**src/hw/rtl/bole_pkg.sv**
```systemverilog
// Shared types and constants of the bounded ordered list engine.
package bole_pkg;

  localparam int unsigned CapacityDef = 32;
  localparam int unsigned ValW        = 32;
  localparam int unsigned LenW        = 6;

  typedef enum logic [2:0] {
    CMD_INS_HEAD = 3'd0,
    CMD_INS_TAIL = 3'd1,
    CMD_INS_MID  = 3'd2,
    CMD_REMOVE   = 3'd3,
    CMD_COUNT    = 3'd4,
    CMD_CLEAR    = 3'd5
  } cmd_e;

  typedef enum logic [1:0] {
    ST_OK        = 2'd0,
    ST_FULL      = 2'd1,
    ST_NOT_FOUND = 2'd2,
    ST_EMPTY     = 2'd3
  } status_e;

  typedef enum logic [1:0] {
    CELL_HOLD   = 2'd0,
    CELL_SHIFT  = 2'd1,
    CELL_LOAD   = 2'd2,
    CELL_REMOVE = 2'd3
  } cell_op_e;

  typedef struct packed {
    cell_op_e op;
    logic     valid;
  } cell_ctrl_t;

endpackage

```
**src/hw/rtl/bole_cell.sv**
```systemverilog
// One list slot: holds an element, compares it, takes a neighbor's value on shifts.
module bole_cell (
  input  logic                       clk_i,
  input  bole_pkg::cell_ctrl_t       ctrl_i,
  input  logic [bole_pkg::ValW-1:0]  left_i,
  input  logic [bole_pkg::ValW-1:0]  right_i,
  input  logic [bole_pkg::ValW-1:0]  new_i,
  input  logic [bole_pkg::ValW-1:0]  key_i,
  input  logic                       found_i,
  output logic                       found_o,
  output logic [bole_pkg::ValW-1:0]  data_o
);
  import bole_pkg::*;

  logic [ValW-1:0] data_q, data_d;

  // a match here or in any slot nearer the head
  assign found_o = found_i | (ctrl_i.valid && (data_q == key_i));

  always_comb begin
    unique case (ctrl_i.op)
      CELL_SHIFT:  data_d = left_i;
      CELL_LOAD:   data_d = new_i;
      CELL_REMOVE: data_d = found_o ? right_i : data_q;
      default:     data_d = data_q;
    endcase
  end

  always_ff @(posedge clk_i) begin
    data_q <= data_d;
  end

  assign data_o = data_q;

endmodule

```
**src/hw/rtl/bounded_ordered_list_engine.sv**
```systemverilog
// Top level of the bounded ordered list engine: command decode, slot chain, result register.
//
// The engine keeps an ordered list of up to CAPACITY signed 32-bit values in a
// row of slot cells, head in cell 0. Each command transfer on the slave side
// (cmd in s_tuser, value in s_tdata) yields exactly one result transfer on the
// master side (status in m_tuser, removed value and length in m_tdata). All
// cells act together: inserts shift all cells behind the insert
// point one place toward the tail in parallel, a remove compares all valid
// cells at once, a found-chain through the row marks the first match, and
// every cell at or behind it takes its tail-side neighbor. The result sits in
// an output register; a new command is taken whenever that register is empty
// or is being drained in the same cycle, so back-to-back commands run at one
// per clock. A middle insert lands at index length/2 (index 1 for a single
// element list); an insert into an empty list stores the only element; a full
// list rejects inserts with status full; a remove reports not-found or empty.
// Length is reported modulo 64, so a full list at CAPACITY 64 reads 0.
module bounded_ordered_list_engine #(
  parameter int unsigned CAPACITY = bole_pkg::CapacityDef
) (
  input  logic        clk_i,
  input  logic        rst_ni,
  input  logic        s_tvalid_i,
  output logic        s_tready_o,
  input  logic [31:0] s_tdata_i,   // [31:0] value
  input  logic [2:0]  s_tuser_i,   // [2:0] cmd
  output logic        m_tvalid_o,
  input  logic        m_tready_i,
  output logic [39:0] m_tdata_o,   // [31:0] removed_value, [37:32] length, [39:38] zero
  output logic [1:0]  m_tuser_o    // [1:0] status
);
  import bole_pkg::*;

  localparam int unsigned OccW = $clog2(CAPACITY + 1);

  logic            accept;
  logic [OccW-1:0] occ_q, occ_d;
  logic [OccW-1:0] pos;
  logic            full, empty;
  logic            do_insert, do_remove;
  logic            found;
  cmd_e            cmd;
  logic [ValW-1:0] value;

  logic            out_valid_q;
  status_e         status_q, status_d;
  logic [ValW-1:0] removed_q, removed_d;
  logic [LenW-1:0] length_q;
  logic [OccW+LenW-1:0] occ_ext;

  logic [ValW-1:0] cell_data [CAPACITY];
  logic [CAPACITY:0] found_chain;

  assign cmd    = cmd_e'(s_tuser_i);
  assign value  = s_tdata_i;
  assign accept = s_tvalid_i && s_tready_o;
  assign full   = (occ_q == OccW'(CAPACITY));
  assign empty  = (occ_q == '0);

  // hold a new command off only while an untaken result blocks the register
  assign s_tready_o = !out_valid_q || m_tready_i;

  // insert point
  always_comb begin
    unique case (cmd)
      CMD_INS_HEAD: pos = '0;
      CMD_INS_TAIL: pos = occ_q;
      CMD_INS_MID:  pos = (occ_q == OccW'(1)) ? OccW'(1) : (occ_q >> 1);
      default:      pos = '0;
    endcase
  end

  assign do_insert = accept && !full &&
                     (cmd == CMD_INS_HEAD || cmd == CMD_INS_TAIL || cmd == CMD_INS_MID);
  assign do_remove = accept && !empty && (cmd == CMD_REMOVE);

  // slot chain: the found flag ripples from head to tail
  assign found_chain[0] = 1'b0;

  for (genvar k = 0; k < CAPACITY; k++) begin : g_cell
    cell_ctrl_t      ctrl;
    logic [ValW-1:0] left_val, right_val;

    always_comb begin
      ctrl.valid = (OccW'(k) < occ_q);
      if (do_insert && (OccW'(k) > pos)) begin
        ctrl.op = CELL_SHIFT;
      end else if (do_insert && (OccW'(k) == pos)) begin
        ctrl.op = CELL_LOAD;
      end else if (do_remove) begin
        ctrl.op = CELL_REMOVE;
      end else begin
        ctrl.op = CELL_HOLD;
      end
    end

    if (k == 0) begin : g_head
      assign left_val = value;
    end else begin : g_body
      assign left_val = cell_data[k-1];
    end

    if (k == CAPACITY - 1) begin : g_tail
      assign right_val = '0;
    end else begin : g_inner
      assign right_val = cell_data[k+1];
    end

    bole_cell u_cell (
      .clk_i   (clk_i),
      .ctrl_i  (ctrl),
      .left_i  (left_val),
      .right_i (right_val),
      .new_i   (value),
      .key_i   (value),
      .found_i (found_chain[k]),
      .found_o (found_chain[k+1]),
      .data_o  (cell_data[k])
    );
  end

  assign found = found_chain[CAPACITY];

  // occupancy and result
  always_comb begin
    occ_d     = occ_q;
    status_d  = ST_OK;
    removed_d = '0;
    unique case (cmd)
      CMD_INS_HEAD, CMD_INS_TAIL, CMD_INS_MID: begin
        if (full) begin
          status_d = ST_FULL;
        end else begin
          occ_d = occ_q + OccW'(1);
        end
      end
      CMD_REMOVE: begin
        if (empty) begin
          status_d = ST_EMPTY;
        end else if (!found) begin
          status_d = ST_NOT_FOUND;
        end else begin
          occ_d     = occ_q - OccW'(1);
          removed_d = value;
        end
      end
      CMD_CLEAR: occ_d = '0;
      default:   occ_d = occ_q;
    endcase
  end

  assign occ_ext = (OccW + LenW)'(occ_d);

  always_ff @(posedge clk_i or negedge rst_ni) begin
    if (!rst_ni) begin
      occ_q       <= '0;
      out_valid_q <= 1'b0;
    end else begin
      if (accept) begin
        occ_q       <= occ_d;
        out_valid_q <= 1'b1;
      end else if (m_tready_i) begin
        out_valid_q <= 1'b0;
      end
    end
  end

  always_ff @(posedge clk_i) begin
    if (accept) begin
      status_q  <= status_d;
      removed_q <= removed_d;
      length_q  <= occ_ext[LenW-1:0];
    end
  end

  assign m_tvalid_o = out_valid_q;
  assign m_tuser_o  = status_q;
  assign m_tdata_o  = {2'b00, length_q, removed_q};

endmodule

```
**config.mk**
```make
export PLATFORM = sky130hd
export DESIGN_NAME = bounded_ordered_list_engine
export DESIGN_NICKNAME = d
export VERILOG_FILES = /design/src/hw/rtl/bole_pkg.sv /design/src/hw/rtl/bole_cell.sv /design/src/hw/rtl/bounded_ordered_list_engine.sv
export SDC_FILE = /design/constraint.sdc
export NUM_CORES = 2
export LEC_CHECK = 0
export ABC_CLOCK_PERIOD_IN_PS = 9800
export BUFFER_PORTS_ARGS = -buffer_cell sky130_fd_sc_hd__buf_4
export CAP_MARGIN = 40
export CORE_MARGIN = 1.5
export CORE_UTILIZATION = 50
export DETAILED_ROUTE_END_ITERATION = 8
export PLACE_DENSITY = 0.69
export SLEW_MARGIN = 40
export SYNTH_ARGS = -nofsm -noshare
export SYNTH_HDL_FRONTEND = slang
export SYNTH_HIERARCHICAL = 1
export SYNTH_SLANG_ARGS = --single-unit
```
**constraint.sdc**
```tcl
create_clock -name clk_i -period 9.8 [get_ports clk_i]
set_input_delay 2.45 -clock clk_i [delete_from_list [all_inputs] [get_ports clk_i]]
set_output_delay 2.45 -clock clk_i [all_outputs]
set_load 0.02 [all_outputs]
```
==> out/metrics.sh <==
DELAY_OF_THE_SLOWEST_CELL_ON_THE_WORST_PATH_NS=0.79
CRIT_TYPE='primary input to flip-flop'
N_FILL_CELL=11160
DP_HPWL_UM=175900
DR.FIRST_ITER.DRC_COUNT=7938
GRT.OVERFLOW.TOTAL=0
CTS_TREE='yes'
HTREE_LEVELS=3
CRIT_FAMILY='simple AND/OR/NAND/NOR gates'
TIMING.CRITICAL_PATH.BUF_INV=2
ROUTED_WIRE_LENGTH_PER_INSTANCE_UM=28.59
CRITICAL_PATH_PEAK_FANOUT=20
GRT_PASS1_WL_UM=351200
GRT_ANTENNA_BEFORE_REPAIR=15
TIMING.FMAX_MHz=109.4
BUFFER_PORTS.INSERTED=80
MAX_CAP_VIOLATIONS=0
CLKTRANSATPATHREGS_NS=0.06
GRT_SETUP_UNREPAIRED='no'
DRT-VIAS-PER-INSTANCE=6.497
SYN-INSTANCE-COUNT=6563
CRITPATHARRIVALTIME_NS=9.63
DRIVE_GT1_SHARE_PCT=8.978
TIMING.SETUP.TNS_NS=0
POST_SYNTH_ADDER_CELL_AREA_PCT=1.329
FIN_TOTAL_PWR_W=0.01328
FLOORPLAN.DIE_AREA_UM2=130200
CTS.PATH.MAX_BUFFERS=3
POST_CTS_BUFFERS=0
MIN_CYCLE_TIME_LAYOUT_NS=9.144
COUNT_OF_NETS_AFTER_FINISHING=6782
ROUTABILITYCONGESTION=0.9945
SYNTH-EDFF-COUNT=1064
IOS=83
TIMING.CLOCK.SKEW_NS=0.03799
SYNTH_SIMPLE_GATE_AREA_SHARE_PCT=17.38
GRT_USAGE_PCT=36.01
CTS_SINKS=1071
FINAL_MIN_PERIOD_OVER_CLOCK_PERIOD_PCT=93.31
YOSYSWARNINGCOUNT=6
CTS_REPAIR_RESIZE_COUNT=0
SYN-MEAN-INSTANCE-AREA_UM2=9.757
SYNTH-SEQ-AREA-SHARE_PCT=50.17
NETLIST_AREA_UM2=64040
CORE_AREA_UM2=127400
SYNTH_COMPOUND_GATE_AREA_SHARE_PCT=14.35
FINALWIRELENGTH_UM=241400
CRITICAL_PATH.MOST_COMMON_CELL='sky130_fd_sc_hd__nand2b_1'
SETUP.WORST_PATH.END_CLASS='flip-flop'
WORST_PIN_SLEW_NS=0.9218
MAIN_COMBINATIONAL_CELL_FAMILY_BY_AREA_AFTER_SYNTHESIS='simple AND/OR/NAND/NOR gates'
DIEHEIGHT_UM=360.9
FIRST_GLOBAL_VIAS=52920
CTS.HOLD.BUFFERS_ADDED=0
INITIAL_UTILIZATION_PCT=50.28
SYNTH-XOR-AREA-SHARE_PCT=13.54
TIMING.SLEW.HEADROOM_PCT=38.55
DRT_DRC_VIOLATIONS_LEFT=0
STATUS='finished clean'
GRT_MAX_DEGREE=55
POWER_DENSITY_OVER_THE_CELLS_nW_PER_UM2=185.4
SETUP_VIOL=0
ANTENNA_VIOLATING_NETS_REMAINING=0
COUNT_OF_CELL_TYPES_IN_THE_NETLIST=73
AREAGROWTHSYNTHTOFINISH_PCT=11.83
POWER.LEAKAGE_nW=26.98
STARTPOINT_TYPE='primary input'
CRITPATHSLOWESTCELL='sky130_fd_sc_hd__nor4_1'
TIMING.CRITICAL_PATH.REQUIRED_NS=10.28
FIRSTDRTPASSITERS=8
YOSYS_REGISTER_BITS=1071
CLKLATENCYLATEPIN_NS=0.77
SYNTH_MUX_AREA_SHARE_PCT=0.03322
WORST_HOLD_PATH_TYPE='flip-flop to flip-flop'
HOLD_VIOL_FINAL=0
MAX-VDD-IR-DROP_uV=207.1
ASYNC_RESET_FF_SHARE_PCT=0.6536
VIAS=54880
FINALMAXSLEWVIOLATIONS=0
DIE_X_UM=360.9
CTSROOTBUFFERMASTER='sky130_fd_sc_hd__clkbuf_16'
YOSYS_MOST_USED_DFF='sky130_fd_sc_hd__edfxtp_1'
NUMCTSBUFFERS=118
ROWS=131
## cell usage in the layout (no fill, tap or decap), types with 6 or more instances in the layout
master / instances
sky130_fd_sc_hd__ha_1: 56
sky130_fd_sc_hd__o31ai_1: 6
sky130_fd_sc_hd__o21ai_4: 7
sky130_fd_sc_hd__xnor2_1: 864
sky130_fd_sc_hd__edfxtp_1: 1064
sky130_fd_sc_hd__nor2_1: 57
sky130_fd_sc_hd__conb_1: 36
sky130_fd_sc_hd__ha_2: 10
sky130_fd_sc_hd__o21ai_1: 8
sky130_fd_sc_hd__dfrtp_1: 7
sky130_fd_sc_hd__a22oi_1: 1024
sky130_fd_sc_hd__inv_1: 111
sky130_fd_sc_hd__nor2_2: 16
sky130_fd_sc_hd__buf_4: 323
sky130_fd_sc_hd__nor4_1: 62
sky130_fd_sc_hd__nand2b_1: 46
sky130_fd_sc_hd__buf_16: 9
sky130_fd_sc_hd__nand2_1: 2079
sky130_fd_sc_hd__nor2_4: 16
sky130_fd_sc_hd__a21oi_1: 81
sky130_fd_sc_hd__o21ai_0: 86
sky130_fd_sc_hd__a21o_1: 6
sky130_fd_sc_hd__bufinv_16: 9
sky130_fd_sc_hd__and2_1: 33
sky130_fd_sc_hd__xor2_1: 126
sky130_fd_sc_hd__clkinv_1: 34
sky130_fd_sc_hd__diode_2: 12
sky130_fd_sc_hd__clkbuf_1: 20
sky130_fd_sc_hd__a31oi_1: 7
sky130_fd_sc_hd__o21ai_2: 25
sky130_fd_sc_hd__nand3_1: 39
sky130_fd_sc_hd__clkinv_2: 22
sky130_fd_sc_hd__nand4_1: 224
sky130_fd_sc_hd__nor3_1: 36
sky130_fd_sc_hd__clkbuf_16: 119
sky130_fd_sc_hd__nand3b_1: 8
## routing by layer
metal	vias up	GRT usage, %	wire (µm)
li1	23770	-	-
met1	26740	44.48	87790
met2	3536	55.85	107900
met3	825	8.864	26950
met4	10	24.37	18730
met5	-	0	63
## worst min-delay path, delay by kind of cell, from the launching register on
kind / cells / cell delay, ns
AOI/OAI and AO/OA: 1 / 0.07
DFF: 1 / 0.36
and+or+nand+nor: 1 / 0.06
## cell families (layout without fill, tap and decap cells)
family / count (synthesis) / count (layout)
simple gates: 2648 / 2648
compound gates: 1285 / 1285
flops: 1071 / 1071
xor+xnor: 990 / 990
buf+inv: 498 / 672
fa+ha+maj: 68 / 68
mux: 2 / 2
other cells: 1 / 48
## stage by stage
step           area [µm²]  util, %  instances  worst slack (ns)  hold slack [ns]
3_5_place_dp        67810    53.24       8214          -0.01461           0.5427
3_3_place_gp        67370    52.90       8198           0.04210           0.5350
2_1_floorplan       64170        -       6598             1.462           0.5170
4_1_cts             71540    56.18       8431            0.7431           0.5640
6_report            71610    56.23       8446            0.6557           0.5707
5_1_grt             71590    56.21       8437            0.1409           0.6015
## cell usage after synthesis, drive strengths merged, types with 2 or more instances
master,n,share of area [%]
nand2,2081,12
edfxtp,1064,50
a22oi,1024,12
xnor2,864,12
clkbuf,252,1.5
nand4,224,2.2
buf,132,1.0
o21ai,126,0.98
xor2,126,1.7
inv,112,0.66
nor2,89,0.52
a21oi,85,0.68
ha,68,1.3
nor4,65,0.66
nand2b,46,0.45
nand3,40,0.32
nor3,37,0.29
and2,34,0.33
nand3b,9,0.13
a31oi,7,0.068
dfrtp,7,0.27
o31ai,7,0.090
a21o,6,0.070
or2,5,0.049
o22ai,4,0.039
or3,4,0.039
a221oi,3,0.041
nand4bb,3,0.053
a211oi,2,0.031
a222oi,2,0.031
and3b,2,0.027
clkinv,2,0.012
nor2b,2,0.020
nor4bb,2,0.031
o2111ai,2,0.037
o21a,2,0.023
o2bb2ai,2,0.027
o41ai,2,0.039
## report_power, final
part	switching (W)	internal [W]
Sequential	0.000565	0.00575
Combinational	0.00168	0.000865
Clock	0.00195	0.00247
Total	0.00419	0.00909
## sequential cells by signal, summed over array words and instances, names as in the netlist
signal	cells
occ_q	6
removed_q	32
length_q	6
m_tuser_o	2
m_tvalid_o	1
g_cell.u_cell/data_o	1024
## path summary, 6_finish.rpt
| path | cells past startpoint | start | endpoint | slack (ns) |
|---|---|---|---|---|
| worst max-delay path | 38 | s_tdata_i[0] | length_q[5] | 0.66 |
| worst min-delay path | 2 | g_cell[31].u_cell/data_o[25] | g_cell[30].u_cell/data_o[25] | 0.57 |
| worst max register to register | 46 | occ_q[0] | removed_q[4] | 1.28 |
| worst min register to register | 2 | g_cell[31].u_cell/data_o[25] | g_cell[30].u_cell/data_o[25] | 0.57 |
| max in group asynchronous | 1 | rst_ni | m_tvalid_o | 8.12 |
| min in group asynchronous | 1 | rst_ni | occ_q[3] | 1.52 |
## area by class of cell
class	count	area, µm²	share of cell area (%)
multi-input cells	5029	30400	42.45
diodes	12	30.03	0.04193
clock buffers	141	3090	4.316
clock inverters	76	645.6	0.9016
repair buffers	341	2811	3.926
flip-flops and latches	1071	32130	44.86
well taps	1662	2079	2.904
inverters	114	427.9	0.5975
No activity file was read; power rests on OpenSTA's default activity.
